`src/sv/xtea_pkg.sv`:
```
// shared types, constants and register indexes for the xtea block cipher
// no dependencies; imported by xtea_half_cell and xtea_block_cipher
`timescale 1ns / 1ps
`default_nettype none

package xtea_pkg;

   localparam int WORD_W      = 32;
   localparam int KEY_WORDS   = 4;
   localparam int KEY_SEL_W   = 2;
   localparam int CSR_INDEX_W = 3;

   // round count default, a top level parameter
   localparam int ROUNDS_DEFAULT = 32;

   // round function shifts and key select position in the sum
   localparam int MIX_SHIFT_LEFT  = 4;
   localparam int MIX_SHIFT_RIGHT = 5;
   localparam int KEY_SEL_LO      = 0;
   localparam int KEY_SEL_HI      = 11;

   localparam logic [WORD_W-1:0] DELTA_RESET = 32'h9E37_79B9;

   // register indexes on the csr port
   localparam logic [CSR_INDEX_W-1:0] CSR_KEY_0 = 3'd0;
   localparam logic [CSR_INDEX_W-1:0] CSR_KEY_1 = 3'd1;
   localparam logic [CSR_INDEX_W-1:0] CSR_KEY_2 = 3'd2;
   localparam logic [CSR_INDEX_W-1:0] CSR_KEY_3 = 3'd3;
   localparam logic [CSR_INDEX_W-1:0] CSR_DELTA = 3'd4;

   typedef logic [WORD_W-1:0] word_type;
   typedef word_type [KEY_WORDS-1:0] key_type;

   typedef enum logic {
      CMD_ENCRYPT = 1'b0,
      CMD_DECRYPT = 1'b1
   } command_type;

   // one block in flight between two cells
   typedef struct packed {
      logic        valid;
      command_type command;
      word_type    left;
      word_type    right;
      word_type    sum;
   } stage_type;

endpackage

`default_nettype wire

```
`src/sv/xtea_half_cell.sv`:
```
// one feistel half-round of xtea with its stage register
// depends on xtea_pkg
`timescale 1ns / 1ps
`default_nettype none

module xtea_half_cell #(
   parameter bit SECOND_HALF = 1'b0
) (
   input  logic                clock,
   input  logic                reset,
   input  logic                advance,
   input  xtea_pkg::key_type   key,
   input  xtea_pkg::word_type  delta,
   input  xtea_pkg::stage_type stage_i,
   output xtea_pkg::stage_type stage_o
);
   import xtea_pkg::*;

   logic                 valid_ff;
   logic                 valid_in;
   stage_type            data_ff;
   stage_type            data_in;
   logic                 is_decrypt;
   logic                 update_left;
   word_type             source;
   word_type             mixed;
   word_type             tweak;
   logic [KEY_SEL_W-1:0] key_sel;

   always_comb begin
      is_decrypt  = (stage_i.command == CMD_DECRYPT);
      // encrypt: first half updates left; decrypt runs the halves mirrored
      update_left = is_decrypt ^ !SECOND_HALF;
      source      = update_left ? stage_i.right : stage_i.left;
      mixed       = ((source << MIX_SHIFT_LEFT) ^ (source >> MIX_SHIFT_RIGHT)) + source;
      key_sel     = update_left ? stage_i.sum[KEY_SEL_LO +: KEY_SEL_W]
                                : stage_i.sum[KEY_SEL_HI +: KEY_SEL_W];
      tweak       = mixed ^ (stage_i.sum + key[key_sel]);

      data_in = stage_i;
      if (update_left) begin
         data_in.left = is_decrypt ? stage_i.left - tweak : stage_i.left + tweak;
      end else begin
         data_in.right = is_decrypt ? stage_i.right - tweak : stage_i.right + tweak;
      end
      // the sum steps between the two halves of a round
      if (!SECOND_HALF) begin
         data_in.sum = is_decrypt ? stage_i.sum - delta : stage_i.sum + delta;
      end

      valid_in = advance ? stage_i.valid : valid_ff;
   end

   always_ff @(posedge clock) begin
      if (reset) begin
         valid_ff <= 1'b0;
      end else begin
         valid_ff <= valid_in;
      end
   end

   always_ff @(posedge clock) begin
      if (advance) begin
         data_ff <= data_in;
      end
   end

   always_comb begin
      stage_o       = data_ff;
      stage_o.valid = valid_ff;
   end

endmodule

`default_nettype wire

```
`config.mk`:
```
export PLATFORM = sky130hd
export DESIGN_NAME = xtea_half_cell
export DESIGN_NICKNAME = d
export VERILOG_FILES = /design/src/sv/xtea_pkg.sv /design/src/sv/xtea_half_cell.sv
export SDC_FILE = /design/constraint.sdc
export NUM_CORES = 1
export LEC_CHECK = 0
export BUFFER_PORTS_ARGS = -buffer_cell sky130_fd_sc_hd__buf_2
export CORE_ASPECT_RATIO = 2
export CORE_MARGIN = 3
export CORE_UTILIZATION = 50
export CTS_BUF_LIST = sky130_fd_sc_hd__clkbuf_16
export DETAILED_ROUTE_END_ITERATION = 8
export GPL_TIMING_DRIVEN = 0
export PLACE_DENSITY_LB_ADDON = 0.08
export SLEW_MARGIN = 5
export SYNTH_ARGS = -nofsm -noshare
export SYNTH_HDL_FRONTEND = slang
export SYNTH_SLANG_ARGS = --single-unit
```
`constraint.sdc`:
```
create_clock -name clock -period 7.4 [get_ports clock]
set_clock_uncertainty 0.2 [all_clocks]
set_input_delay 1.48 -clock clock [delete_from_list [all_inputs] [get_ports clock]]
set_output_delay 1.48 -clock clock [all_outputs]
set_load 0.1 [all_outputs]
```
==> metrics, run 1 <==
final RePlAce weighted congestion between 0.9 and 1; # setup viols final 0; largest net degree at the start of global routing 56; die width around 120 um; H-tree lvl count 3; post-synthesis simple-gate area fraction 0.140; 1st-iter DRT viols around 660; clock slew at reported path FFs about 0.080 ns; Final ANT Viol Nets 0; Initial Utilization 0.511; number of synthesized register bits 98; Post-synth EDFFs between 90 and 100; largest family of logic cells by synthesized area compound AO/OA/AOI/OAI gates; Seq/Total Area, Yosys 0.223; worst r2r dst valid_ff$_SDFFE_PP0P_; Synth cell types 65; Vias between 10k and 15k; CP peak stage delay between 0.4 and 0.5 ns; post-synthesis compound-gate area fraction 0.228; max-cap viol count 0; Slew HR 0.232; die footprint ~28000 um2; P_leak 7.62 nW; most frequent cells in the layout buf_2 (357), xnor2_1 (169), ha_1 (157); mux contribution to synthesized area 0.0608; initial antenna violation count 1; most common cell after layout, fill and taps aside buf_2; Worst path most repeated cell a21o_1; Worst EP arrival 7.13 ns; setup TNS 0 ns; layout cell share with drive strength beyond 1 0.269; worst-path maximum fanout 10; Peak VDD IR around 0.00017 V; CP Class in -> reg; Critical Path RT around 7.3 ns; Final Slew Violations 0; hold path cells 2; min-delay src valid_ff$_SDFFE_PP0P_; Least-Margin Pin Slew between 1 and 1.5 ns; input/output buffers between 300 and 400; Synth Area in XOR/XNOR 0.152; number of iterations in the first detailed-routing pass 5; number of I/O pins 359; post-synth top area cell edfxtp_1; GRT overflow 0; hold endpoint valid_ff$_SDFFE_PP0P_; std cell rows 83; Mapped Cells ~1.5k; Ys Warns 0; Critical Path Source Type input pin; vias in the first global route between 10k and 15k; number of clock sinks about 100; core area about 26000 um2; RR Startpoint valid_ff$_SDFFE_PP0P_; residual DRC count 0; Syn Nets between 1.5k and 2k; total power slightly above 7 mW; final net count approximately 2.3k; first-pass GRT wire length 68800 um; Synth top area share 0.221; worst hold path class reg -> reg; reg2reg setup slack roughly 6.6 ns; ranking of synthesized cells by area edfxtp_1 (22%), ha_1 (16%), xnor2_1 (12%); run status finished clean; Post-Synth Adder-Cell Area 0.164; Syn Area/Cell a little under 9 um2; Global Route Usage Sum 0.310; clock buffer count from CTS 9; pwr dens approximately 440 nW/um2; CTS tree built; Wirelength per Cell roughly 20 um; Critical Path Slowest Stage Cell fa_2; post-DP HPWL 38000 um; Die Y-Extent around 240 um; finished layout cell area roughly 16000 um2; Tmin final between 7 and 8 ns; Root Buffer clkbuf_16; Final Util 0.635; Syn Std Cell Area 13200 um2; Clk Latency, worst-skew pair roughly 0.38 ns; CP endpoint kind flop; Final Hold Vio Count 0; Area growth, synth to finish 24.2%; Final period util 0.972; via/cell ratio between 5 and 6; Main synth FF type edfxtp_1; Post-Route WL between 40000 and 50000 um; Synth async-reset ratio 0; Register-to-Register Path Depth 2; Max Clk Rate approximately 140 MHz; clk buf depth 2; placed instance area 15400 um2
-- synthesized netlist by cell type, types with 3 or more instances --
cell and n:
or3_1 8, o41ai_1 3, o211ai_1 14, a211oi_1 9
xnor2_1 176, o21ai_0 104, clkbuf_1 24, a211o_1 3
mux4_2 32, nor2_1 98, o31a_1 3, and3_1 8
nor4_1 8, a41o_1 4, mux2i_1 8, o21bai_1 15
a21boi_0 11, nor2b_1 26, nand4_1 11, a21o_1 86
o21a_1 18, nand3_1 27, inv_1 84, or4_1 3
edfxtp_1 97, fa_1 5, a31oi_1 19, a21oi_2 4
and4_1 3, nor3_1 26, o21ai_1 4, nand2b_1 30
a21oi_1 138, ha_1 165, xor2_1 52, and2_1 11
o211a_1 3, nand2_1 122, o31ai_1 14
-- area by class of cell --
type	count	area, um2
antenna	1	2.50
sequential	98	2930
inverter	84	319
tap	340	425
timing repair buffer	387	2030
fill	2330	9400
buffer	26	203
clock inverter	7	78.8
clock buffer	9	225
multi-input combinational	1300	10100
-- metal layers --
layer / GRT usage / up-vias / part of all wire
met3: 0.0397 / 116 / 0.049
met4: 0.163 / 0 / 0.053
met2: 0.587 / 468 / 0.54
met5: 0 / - / 0
li1: - / 6368 / -
met1: 0.325 / 6125 / 0.36
-- kinds of logic after synthesis --
| family | Yosys count |
|---|---|
| compound gates | 473 |
| xor+xnor | 228 |
| fa+ha+maj | 170 |
| buf+inv | 112 |
| flops | 98 |
| mux | 40 |
| simple gates | 389 |
-- how the worst max path moves through the flow --
stage           startpoint                    end  cells past startpoint  slack [ns]
6_report       stage_i[96]  stage_o[62]$_DFFE_PP_                     30        0.21
5_1_grt        stage_i[96]  stage_o[95]$_DFFE_PP_                     28       -0.01
4_1_cts        stage_i[96]  stage_o[57]$_DFFE_PP_                     31        0.01
3_5_place_dp   stage_i[96]  stage_o[63]$_DFFE_PP_                     30       -2.50
3_3_place_gp   stage_i[96]  stage_o[63]$_DFFE_PP_                     30       -2.46
2_1_floorplan  stage_i[96]  stage_o[63]$_DFFE_PP_                     28        0.03
-- critical path: cells and delay by family --
family          cells  cell delay [ns]
xor+xnor            2             0.31
buf+inv             5             0.80
fa+ha+maj           3             0.89
simple gates        4             0.63
compound gates     16             2.99
-- through the flow --
stage               hold WS [ns]  cells  setup slack, ns
floorplan                  0.262   1510           0.0293
global placement           0.275   2208            -2.46
detailed placement         0.299   2209            -2.50
CTS                        0.319   2239           0.0137
global route               0.338   2252          -0.0150
finish                     0.314   2252            0.209
-- power by group --
group	switching (mW)	internal, mW	total, mW	leakage (nW)
Combinational	3.79	1.98	5.78	6.52
Clock	0.251	0.266	0.517	0.143
Sequential	0.0461	0.894	0.940	0.956
Total	4.09	3.14	7.23	7.62
-- what timing repair did --
action	4_1_cts	5_1_grt
setup endpoints to repair	38	17
hold buffers	0	0
pin swaps	8	21
resized for setup	51	67
buffers inserted	14	14
-- flip-flops by register name, summed over array words and instances, names as in the netlist --
name      count
stage_o      97
valid_ff      1
Note: power is estimated with default switching activity, not from simulation.
==> run 2, diff against run 1 <==
--- a/config.mk
+++ b/config.mk
@@ -6,9 +6,11 @@
 export NUM_CORES = 1
 export LEC_CHECK = 0
 export BUFFER_PORTS_ARGS = -buffer_cell sky130_fd_sc_hd__buf_2
+export CELL_PAD_IN_SITES_DETAIL_PLACEMENT = 2
+export CELL_PAD_IN_SITES_GLOBAL_PLACEMENT = 2
 export CORE_ASPECT_RATIO = 2
 export CORE_MARGIN = 3
-export CORE_UTILIZATION = 50
+export CORE_UTILIZATION = 29
 export CTS_BUF_LIST = sky130_fd_sc_hd__clkbuf_16
 export DETAILED_ROUTE_END_ITERATION = 8
 export GPL_TIMING_DRIVEN = 0
==> run 2 against run 1 <==
Against the previous run:
- cell count is 9.6% higher
- via count increased by 1.2%
- sequential power about the same
- largest cell class unchanged
- non-clock buffer count grew 3
- clock power barely moved
==> metrics, run 2 (same netlist as run 1, synthesis figures left out) <==
Critical Path Source Type input pin; Least-Margin Pin Slew 1.37 ns; Die Y-Extent slightly above 300 um; clk buf depth 2; CP peak stage delay 0.40 ns; initial antenna violation count 0; RR Startpoint valid_ff$_SDFFE_PP0P_; Clk Latency, worst-skew pair 0.39 ns; CP Launch Point stage_i[96]; post-DP HPWL 49600 um; met2 WL post-DR around 33000 um; Root Buffer clkbuf_16; pwr dens roughly 450 nW/um2; Tmin final approximately 7 ns; reg2reg setup slack ~6.6 ns; 1st-iter DRT viols just under 300; Max Clk Rate around 140 MHz; Wirelength per Cell approximately 24 um; residual DRC count 0; final net count roughly 2.3k; Global Route Usage Sum 0.239; input/output buffers 358; worst-path maximum fanout 10; wl on met1 between 20000 and 25000 um; WL met3 2210 um; clock slew at reported path FFs ~0.080 ns; Diodes inserted 0; worst r2r dst valid_ff$_SDFFE_PP0P_; Final Util 0.380; max-cap viol count 0; fillers slightly above 5k; first-pass GRT wire length approximately 87000 um; CP endpoint kind flop; Register-to-Register Path Depth 2; Critical Path Slowest Stage Cell fa_2; P_leak 7.73 nW; # setup viols final 0; std cell rows between 100 and 150; run status finished clean; layout cell share with drive strength beyond 1 0.289; die footprint just under 50000 um2; max reg flops between 90 and 100; Vias 13.2k; Final period util 0.965; CP endpoint stage_o[63]$_DFFE_PP_; Worst path most repeated cell a21oi_2; via/cell ratio around 5.4; Final Hold Vio Count 0; final RePlAce weighted congestion approximately 0.84; number of I/O pins 359; Final ANT Viol Nets 0; number of iterations in the first detailed-routing pass 5; clock buffer count from CTS 9; Post-Route WL a little under 60000 um; vias in the first global route ~15k; CP Class in -> reg; core area between 40000 and 50000 um2; most common cell after layout, fill and taps aside buf_2; H-tree lvl count 3; Peak VDD IR between 0.00015 and 0.0002 V; Slew HR 0.0887; most frequent cells in the layout buf_2 (357), xnor2_1 (161), ha_1 (151); largest net degree at the start of global routing 60; die width around 160 um; Area growth, synth to finish 28.8%; Worst EP arrival between 7 and 8 ns; setup TNS 0 ns; Initial Utilization 0.295; Hold Slack ~0.33 ns; worst hold path class reg -> reg; number of clock sinks 98; Final Slew Violations 0; CTS tree built; RSZ-0062 raised after global routing yes; GRT overflow 0; uppermost layer routed met4; Critical Path RT 7.34 ns
run 2: area by class of cell:
type	count	area, um2	area share
timing repair buffer	390	2060	0.122
clock buffer	9	225	0.0133
tap	555	694	0.0409
clock inverter	7	66.3	0.00391
multi-input combinational	1300	10400	0.615
inverter	84	319	0.0188
buffer	26	236	0.0139
sequential	98	2930	0.173
run 2: metal layers:
metal	global-route usage	up-vias
li1	-	6341
met1	0.248	6481
met2	0.474	333
met3	0.0342	74
met4	0.0815	0
met5	0	-
run 2: power breakdown:
group / total [mW] / internal (mW) / switching [mW]
sequential: 0.938 / 0.894 / 0.0442
combinational: 6.16 / 2.09 / 4.07
clock: 0.519 / 0.262 / 0.257
total: 7.62 / 3.25 / 4.37
run 2: stage by stage:
step / instance area (um2) / worst slack, ns / cells / power [mW]
4_1_cts: 16500 / 0.00254 / 2461 / 7.40
5_1_grt: 17000 / -0.0603 / 2469 / 8.17
2_1_floorplan: 13200 / 0.0293 / 1510 / 5.31
6_report: 17000 / 0.261 / 2469 / 7.62
3_5_place_dp: 15700 / -3.46 / 2424 / 6.62
3_3_place_gp: 15700 / -3.26 / 2423 / 6.49
run 2: critical path, delay by kind of cell:
kind            cells  cell delay (ns)
compound gates     14             2.53
xor+xnor            2             0.37
fa+ha+maj           3             0.98
buf+inv             5             0.76
mux                 1             0.24
simple gates        6             0.69
run 2: worst min-delay path by stage:
| stage | from | end | slack, ns | depth (start not counted) |
|---|---|---|---|---|
| finish | valid_ff$_SDFFE_PP0P_ | valid_ff$_SDFFE_PP0P_ | 0.33 | 2 |
| global route | valid_ff$_SDFFE_PP0P_ | valid_ff$_SDFFE_PP0P_ | 0.39 | 2 |
| CTS | valid_ff$_SDFFE_PP0P_ | valid_ff$_SDFFE_PP0P_ | 0.34 | 2 |
| detailed placement | valid_ff$_SDFFE_PP0P_ | valid_ff$_SDFFE_PP0P_ | 0.33 | 2 |
| global placement | valid_ff$_SDFFE_PP0P_ | valid_ff$_SDFFE_PP0P_ | 0.28 | 2 |
| floorplan | valid_ff$_SDFFE_PP0P_ | valid_ff$_SDFFE_PP0P_ | 0.26 | 2 |
run 2: what timing repair did:
| item | 4_1_cts | 5_1_grt |
|---|---|---|
| setup buffers | 21 | 10 |
| pin swaps | 15 | 29 |
| setup endpoints to repair | 62 | 20 |
| hold buffers | 0 | 0 |
| resized for setup | 89 | 80 |
==> run 3, diff against run 2 <==
--- a/config.mk
+++ b/config.mk
@@ -5,6 +5,7 @@
 export SDC_FILE = /design/constraint.sdc
 export NUM_CORES = 1
 export LEC_CHECK = 0
+export ABC_CLOCK_PERIOD_IN_PS = 7400
 export BUFFER_PORTS_ARGS = -buffer_cell sky130_fd_sc_hd__buf_2
 export CELL_PAD_IN_SITES_DETAIL_PLACEMENT = 2
 export CELL_PAD_IN_SITES_GLOBAL_PLACEMENT = 2
@@ -14,7 +15,8 @@
 export CTS_BUF_LIST = sky130_fd_sc_hd__clkbuf_16
 export DETAILED_ROUTE_END_ITERATION = 8
 export GPL_TIMING_DRIVEN = 0
-export PLACE_DENSITY_LB_ADDON = 0.08
+export PLACE_DENSITY = 0.8
+export RECOVER_POWER = 25
 export SLEW_MARGIN = 5
 export SYNTH_ARGS = -nofsm -noshare
 export SYNTH_HDL_FRONTEND = slang
==> run 3 against run 2 <==
Against the previous run:
- the flow now finishes with violations (max-capacitance violations, max-slew violations)
- sequential power grew 0.9%
- largest power group unchanged
- critical path depth shrank 1
- global-route usage is 0.33 points higher
==> metrics, run 3 (same netlist as run 1, synthesis figures left out) <==
run status finished, violations left; failing checks max-capacitance violations, max-slew violations; Initial Utilization 0.295; Critical Path Slowest Stage Cell mux4_2; Place WS -3.62 ns; Wirelength per Cell roughly 24 um; max reg flops 97; Final Hold Vio Count 0; largest net degree at the start of global routing 63; worst hold path class reg -> reg; vias in the first global route roughly 16k; CP peak stage delay between 0.5 and 0.6 ns; CP Class in -> reg; CP endpoint kind flop; die width between 150 and 200 um; worst-path maximum fanout 6; GRT overflow 0; P_leak ~7.7 nW; most common cell after layout, fill and taps aside buf_2; max-cap viol count 2; input/output buffers approximately 360; post-DP HPWL 50500 um; Critical Path Source Type input pin; Final ANT Viol Nets 0; number of iterations in the first detailed-routing pass 5; clock slew at reported path FFs roughly 0.070 ns; Tmin final around 7.3 ns; final net count ~2.3k; Slew HR -1.33; Clk Latency, worst-skew pair ~0.38 ns; initial antenna violation count 8; most frequent cells in the layout buf_2 (356), xnor2_1 (168), ha_1 (153); Vias approximately 14k; WP buf/inv 5; H-tree lvl count 3; core area between 40000 and 50000 um2; pwr dens 450 nW/um2; std cell rows approximately 110; # setup viols final 0; hold_buf cts 0; Root Buffer clkbuf_16; final RePlAce weighted congestion about 0.93; Area growth, synth to finish 27.8%; setup TNS 0 ns; min setup slack post-route between 0.1 and 0.15 ns; Die Y-Extent 307 um; number of I/O pins about 360; number of clock sinks between 90 and 100; layout cell share with drive strength beyond 1 0.284; clk buf depth 2; via/cell ratio around 5.5; Peak VDD IR 0.000206 V; Post-Route WL just under 60000 um; Critical Path RT ~7.3 ns; 1st-iter DRT viols roughly 370; Worst EP arrival a little over 7 ns; Least-Margin Pin Slew approximately 3.5 ns; Worst path most repeated cell a21o_1; Crit path max-delay family compound AO/OA/AOI/OAI gates; clock buffer count from CTS 9; total power 7.58 mW; Global Route Usage Sum 0.242; first-pass GRT wire length 88600 um; die footprint 48100 um2; residual DRC count 0; RSZ-0062 raised after global routing yes; Final Slew Violations ~100; Final period util 0.984; Max Clk Rate about 140 MHz; CTS tree built
## run 3: worst min-delay path, stage by stage (launching register included)
cell and delay, ns:
dfxtp_1 0.33, mux2i_1 0.07, nor2_1 0.07
## run 3: through the flow
stage	area [um2]	util	hold WS, ns	std cells
global route	16800	0.377	0.345	2479
detailed placement	15700	0.352	0.304	2424
finish	16800	0.377	0.303	2481
CTS	16500	0.370	0.316	2461
global placement	15700	0.351	0.281	2423
floorplan	13200	-	0.262	1510
## run 3: final timing paths
check / start / cells past startpoint / endpoint / slack, ns
min reg2reg: valid_ff$_SDFFE_PP0P_ / 2 / valid_ff$_SDFFE_PP0P_ / 0.30
max: stage_i[96] / 30 / stage_o[57]$_DFFE_PP_ / 0.12
min: valid_ff$_SDFFE_PP0P_ / 2 / valid_ff$_SDFFE_PP0P_ / 0.30
max reg2reg: valid_ff$_SDFFE_PP0P_ / 2 / valid_ff$_SDFFE_PP0P_ / 6.56
## run 3: cell type report
type | instances | area (um2)
Fill cell | 5074 | 27800
Multi-Input combinational cell | 1300 | 10300
Sequential cell | 98 | 2930
Timing Repair Buffer | 394 | 2060
Tap cell | 555 | 694
Inverter | 84 | 319
Buffer | 25 | 230
Clock buffer | 9 | 225
Clock inverter | 7 | 38.8
Antenna cell | 9 | 22.5
## run 3: layer usage
layer,track usage,up-vias,part of all wire
li1,-,6357,-
met1,0.236,6701,0.35
met2,0.482,350,0.57
met3,0.0267,116,0.030
met4,0.126,0,0.051
met5,0,-,0
## run 3: timing repair
| action | CTS | global route |
|---|---|---|
| gates resized for setup | 93 | 63 |
| endpoints found under the setup margin | 66 | 22 |
| setup buffers | 22 | 13 |
| pin swaps | 17 | 26 |
## run 3: where the power goes
part	leakage (nW)	switching [mW]	total (mW)	internal (mW)
clock	0.144	0.253	0.480	0.227
sequential	0.956	0.0488	0.946	0.897
combinational	6.56	4.09	6.15	2.06
